<file path="src/design/apt_pkg.sv">
`default_nettype none
// ----------------------------------------------------------------------------
// apt_pkg: shared constants and types for the affine point transform
// Fixed-point widths, configuration register codes and pipeline advance struct.
// ----------------------------------------------------------------------------
package apt_pkg;

  localparam int COORD_BITS      = 32;
  localparam int COEFF_FRAC_BITS = 12;
  localparam int COEFF_BITS      = 16;
  localparam int ROW_BITS        = 3 * COEFF_BITS;
  localparam int PROD_BITS       = COEFF_BITS + COORD_BITS;
  localparam int SUM_BITS        = PROD_BITS + 2;
  localparam int SHIFT_BITS      = SUM_BITS - COEFF_FRAC_BITS;
  localparam int ACC_BITS        = SHIFT_BITS + 1;
  localparam int DATA_BITS       = ((3 * COORD_BITS + 7) / 8) * 8;
  localparam int CFG_INDEX_BITS  = 3;

  localparam logic [COEFF_BITS-1:0] COEFF_ONE = COEFF_BITS'(1) << COEFF_FRAC_BITS;

  typedef enum logic [CFG_INDEX_BITS-1:0] {
    REG_ROW0     = 3'd0,
    REG_ROW1     = 3'd1,
    REG_ROW2     = 3'd2,
    REG_OFFSET_X = 3'd3,
    REG_OFFSET_Y = 3'd4,
    REG_OFFSET_Z = 3'd5
  } cfg_reg_t;

  typedef struct packed {
    logic s1;
    logic s2;
    logic s3;
    logic s4;
  } apt_adv_t;

endpackage
`default_nettype wire

</file>
<file path="src/design/apt_row.sv">
`default_nettype none
// ----------------------------------------------------------------------------
// apt_row: one row of the affine transform
// Four stages: products, row sum, floor shift plus translation, saturation.
// ----------------------------------------------------------------------------
module apt_row import apt_pkg::*; (
  input  wire                          clk,
  input  wire  apt_adv_t               adv,
  input  wire  [ROW_BITS-1:0]          coeffs,
  input  wire  signed [COORD_BITS-1:0] offset,
  input  wire  signed [COORD_BITS-1:0] coord_x,
  input  wire  signed [COORD_BITS-1:0] coord_y,
  input  wire  signed [COORD_BITS-1:0] coord_z,
  input  wire                          is_direction,
  output logic signed [COORD_BITS-1:0] result,
  output logic                         ovf
);

  localparam logic signed [COORD_BITS-1:0] SAT_MAX = {1'b0, {(COORD_BITS-1){1'b1}}};
  localparam logic signed [COORD_BITS-1:0] SAT_MIN = {1'b1, {(COORD_BITS-1){1'b0}}};

  logic signed [COEFF_BITS-1:0] k0, k1, k2;
  logic signed [PROD_BITS-1:0]  prod0, prod1, prod2;
  logic                         point1, point2;
  logic signed [SUM_BITS-1:0]   sum;
  logic signed [SHIFT_BITS-1:0] shifted;
  logic signed [ACC_BITS-1:0]   acc;
  logic                         fits;

  assign k0 = coeffs[COEFF_BITS-1:0];
  assign k1 = coeffs[2*COEFF_BITS-1:COEFF_BITS];
  assign k2 = coeffs[3*COEFF_BITS-1:2*COEFF_BITS];

  assign shifted = $signed(sum[SUM_BITS-1:COEFF_FRAC_BITS]);

  assign fits = (&acc[ACC_BITS-1:COORD_BITS-1]) || !(|acc[ACC_BITS-1:COORD_BITS-1]);

  always_ff @(posedge clk) begin
    if (adv.s1) begin
      prod0  <= k0 * coord_x;
      prod1  <= k1 * coord_y;
      prod2  <= k2 * coord_z;
      point1 <= !is_direction;
    end
    if (adv.s2) begin
      sum    <= SUM_BITS'(prod0) + SUM_BITS'(prod1) + SUM_BITS'(prod2);
      point2 <= point1;
    end
    if (adv.s3) begin
      acc <= ACC_BITS'(shifted) + (point2 ? ACC_BITS'(offset) : ACC_BITS'(0));
    end
    if (adv.s4) begin
      result <= fits ? acc[COORD_BITS-1:0] : (acc[ACC_BITS-1] ? SAT_MIN : SAT_MAX);
      ovf    <= !fits;
    end
  end

endmodule
`default_nettype wire

</file>
<file path="config.mk">
export PLATFORM = sky130hd
export DESIGN_NAME = apt_row
export DESIGN_NICKNAME = d
export VERILOG_FILES = /design/src/design/apt_pkg.sv /design/src/design/apt_row.sv
export SDC_FILE = /design/constraint.sdc
export NUM_CORES = 2
export LEC_CHECK = 0
export ABC_CLOCK_PERIOD_IN_PS = 8300
export BUFFER_PORTS_ARGS = -buffer_cell sky130_fd_sc_hd__buf_2
export CORE_UTILIZATION = 60
export DETAILED_ROUTE_END_ITERATION = 8
export PLACE_DENSITY = 0.89
export REMOVE_ABC_BUFFERS = 1
export SETUP_SLACK_MARGIN = 0.5
export SLEW_MARGIN = 25
export SYNTH_ARGS = -nofsm -noshare
export SYNTH_HDL_FRONTEND = slang
export SYNTH_SLANG_ARGS = --single-unit
</file>
<file path="constraint.sdc">
create_clock -name clk -period 8.3 [get_ports clk]
set_input_delay 0.415 -clock clk [delete_from_list [all_inputs] [get_ports clk]]
set_output_delay 0.415 -clock clk [all_outputs]
set_load 0.005 [all_outputs]
</file>
==> results.py <==
metrics = {
    "run_status": {
        "outcome": "finished, final reports clean",
    },
    "sta": {
        "skew_ps": 13.38,
        "min_period_ps": 6982,
        "slew_viol_final": 0,
        "setup_viol": 0,
        "rsz0062_at_grt": "false",
        "tns_ps": 0,
        "hold_violations": 0,
        "finalCritPeriodShare": 0.8412,
        "fmax_mhz": 143.2,
        "worst_pin_slew_ps": 1025,
        "max_slew_margin": 0.3097,
    },
    "finish": {
        "diodes": 0,
        "num-fill-cells": 8190,
        "syn2layout_area_growth_pct": 4.159,
        "final_cell_mix": "inv_1 (1681), fa_1 (1506), nand2_1 (939), and2_1 (652), ha_1 (428)",
        "nets": 9134,
        "drive_gt1_frac": 0.04036,
        "layout_commonest_cell": "inv_1",
    },
    "route": {
        "antenna_left": 0,
        "post-route-drc-count": 0,
        "first_iter_violations": 4388,
        "first_pass_iters": 7,
        "vias": 48858,
        "viasPerCell": 5.740,
        "wl_per_cell_um": 19.27,
        "wirelength_um": 164000,
    },
    "synthesis": {
        "synth_compound_area_frac": 0.06478,
        "synth_top_family_by_area": "adder cells",
        "ys_ff_latch": 256,
        "ys_warn_count": 0,
        "netlist_area_sq_mm": 0.06657,
        "synth_cell_type_count": 75,
        "yosysSeqAreaShare": 0.1155,
        "synthArstFlopShare": 0,
        "synth-xor-area-share": 0.02802,
        "yosys.area_share.simple": 0.1473,
        "syn-mean-instance-area_sq_um": 9.452,
        "netlist_instances": 7043,
        "synthMuxAreaShare": 0.0007706,
        "synth_adder_area_share": 0.5333,
        "synth-edff-count": 256,
        "ys.flop_type": "edfxtp_1",
    },
    "global_routing": {
        "antenna_found_initial": 1,
        "gr-usage-all-layers": 0.3025,
        "grt_pass1_vias": 53027,
        "grt_pass1_wl_um": 268900,
        "grt_max_degree": 89,
        "overflow": 0,
    },
    "floorplan": {
        "ioPinCount": 215,
        "die_area_sq_mm": 0.1123,
        "die_w_um": 335.1,
        "fp.dieH_um": 335.1,
        "initial_core_util": 0.6082,
        "rows": 121,
        "core_sq_mm": 0.1095,
    },
    "critical_path": {
        "crit_top_cell": "fa_1",
        "slowest_delay_ps": 690,
        "crit_type": "in -> reg",
        "cp.required_ps": 8590,
        "cp-end-kind": "register",
        "crit_path_start_kind": "input port",
        "path_cells": "buf_2 -> nand2_1 -> fa_1 -> fa_1 -> fa_1 -> fa_1 -> inv_1 -> fa_1 -> fa_1 -> ha_1 -> a21oi_1 -> o21ai_0 -> a2111oi_0 -> nor2_1 -> nor2_1 -> o21ai_0 -> o221ai_1 -> nand2b_1 -> a311oi_1 -> xnor2_1",
        "cp_max_fo": 32,
        "critPathArrivalTime_ps": 7270,
        "crit_path_top_delay_cell": "a2111oi_0",
    },
    "clocking": {
        "insertion_delay_ps": 550,
        "clockRootBuffer": "clkbuf_16",
        "cts_buffers": 26,
        "cts_tree": "yes",
        "postCtsHoldBufs": 0,
        "clk_pin_slew_ps": 60,
        "clockBufferDepth": 3,
        "ctsHtreeMaxLevel": 1,
        "cts_resized": 0,
        "clock_sinks": 256,
        "cts_setup_buffers": 0,
    },
    "flow_run": {
        "cap_viol_max_count": 0,
    },
    "place": {
        "gp_congestion": 0.9533,
        "port_buffers": 214,
        "hpwl_um": 131300,
    },
    "worst_hold_path": {
        "hold_path.class": "in -> reg",
    },
}
flip-flops by register name (all words and copies together), names as in the netlist:
register and cells:
ovf 1, point2 1, acc 39, prod0 48
point1 1, prod1 48, prod2 48, result 32
sum 38
layer usage:
metal	share of wire	GRT usage
met5	0	0
met4	0.050	0.1369
met3	0.097	0.05076
met2	0.48	0.5014
met1	0.37	0.3917
final cells by class:
class | instances | area, sq um | share of cell area
Sequential cell | 256 | 7687 | 0.1109
Tap cell | 1476 | 1847 | 0.02663
Clock inverter | 18 | 126.4 | 0.001822
Multi-Input combinational cell | 4830 | 51560 | 0.7435
Inverter | 1685 | 6325 | 0.09121
Clock buffer | 28 | 679.4 | 0.009798
Timing Repair Buffer | 219 | 1119 | 0.01613
worst max-delay path, delay by kind of cell:
kind | cells | cell delay [ps]
adders and majority gates | 7 | 3460
AOI/OAI and AO/OA | 6 | 1890
and+or+nand+nor | 4 | 750
buffers and inverters | 2 | 610
xor gates and xnor gates | 1 | 130
path summary, 6_finish.rpt:
check                                  start   endpoint  slack (ps)  depth (start not counted)
worst max register to register        point2    acc[38]        3840                         14
worst min-delay path            is_direction     point1         210                          2
worst min register to register        point1     point2         430                          0
worst max-delay path              coeffs[17]  prod1[40]        1320                         20
metrics by stage:
step                hold slack (ps)  setup slack [ps]  instances  area, sq um  utilization
floorplan                     400.3              2100       6771        65550            -
global placement              408.0              1097       8466        68520       0.6260
detailed placement            426.7             957.0       8466        68530       0.6261
CTS                           184.5              1491       8512        69330       0.6334
global route                  178.2             953.4       8512        69340       0.6335
finish                        212.5              1318       8512        69340       0.6335
synth_stat cells, types with 5 or more instances:
library cell / instances / share of area
inv_1: 1681 / 0.095
fa_1: 1506 / 0.45
nand2_1: 939 / 0.053
and2_1: 652 / 0.061
ha_1: 428 / 0.080
clkbuf_1: 268 / 0.015
edfxtp_1: 256 / 0.12
nor2_1: 200 / 0.011
a21oi_1: 185 / 0.014
xnor2_1: 152 / 0.020
a21o_1: 150 / 0.017
o21ai_0: 89 / 0.0067
xor2_1: 61 / 0.0080
nand2b_1: 46 / 0.0043
nor3_1: 40 / 0.0030
nand3_1: 37 / 0.0028
nor2b_1: 34 / 0.0032
o21bai_1: 33 / 0.0037
nand4_1: 27 / 0.0025
o21a_1: 25 / 0.0028
and3_1: 24 / 0.0023
a211oi_1: 21 / 0.0024
a31oi_1: 21 / 0.0020
a221oi_1: 10 / 0.0013
o211ai_1: 9 / 0.0010
a221o_1: 8 / 0.0012
o31ai_1: 8 / 0.00090
and4_1: 7 / 0.00092
o2111ai_1: 7 / 0.00092
o21ai_1: 7 / 0.00053
a2111oi_0: 6 / 0.00079
a21boi_0: 6 / 0.00068
nor4_1: 6 / 0.00056
o311ai_0: 6 / 0.00079
a211o_1: 5 / 0.00066
a311oi_1: 5 / 0.00066
logic make-up (layout without fill, tap and decap cells):
logic type | Yosys count | in the layout
AO/OA/AOI/OAI | 646 | 646
XOR/XNOR | 213 | 213
AND/OR/NAND/NOR | 2032 | 2032
adder cells (fa/ha/maj) | 1934 | 1934
flip-flops | 256 | 256
buffers and inverters | 1957 | 1950
multiplexers | 5 | 5
Power is not shown: default switching activity piles up to over one toggle a cycle in this logic, so the estimate is an artifact.
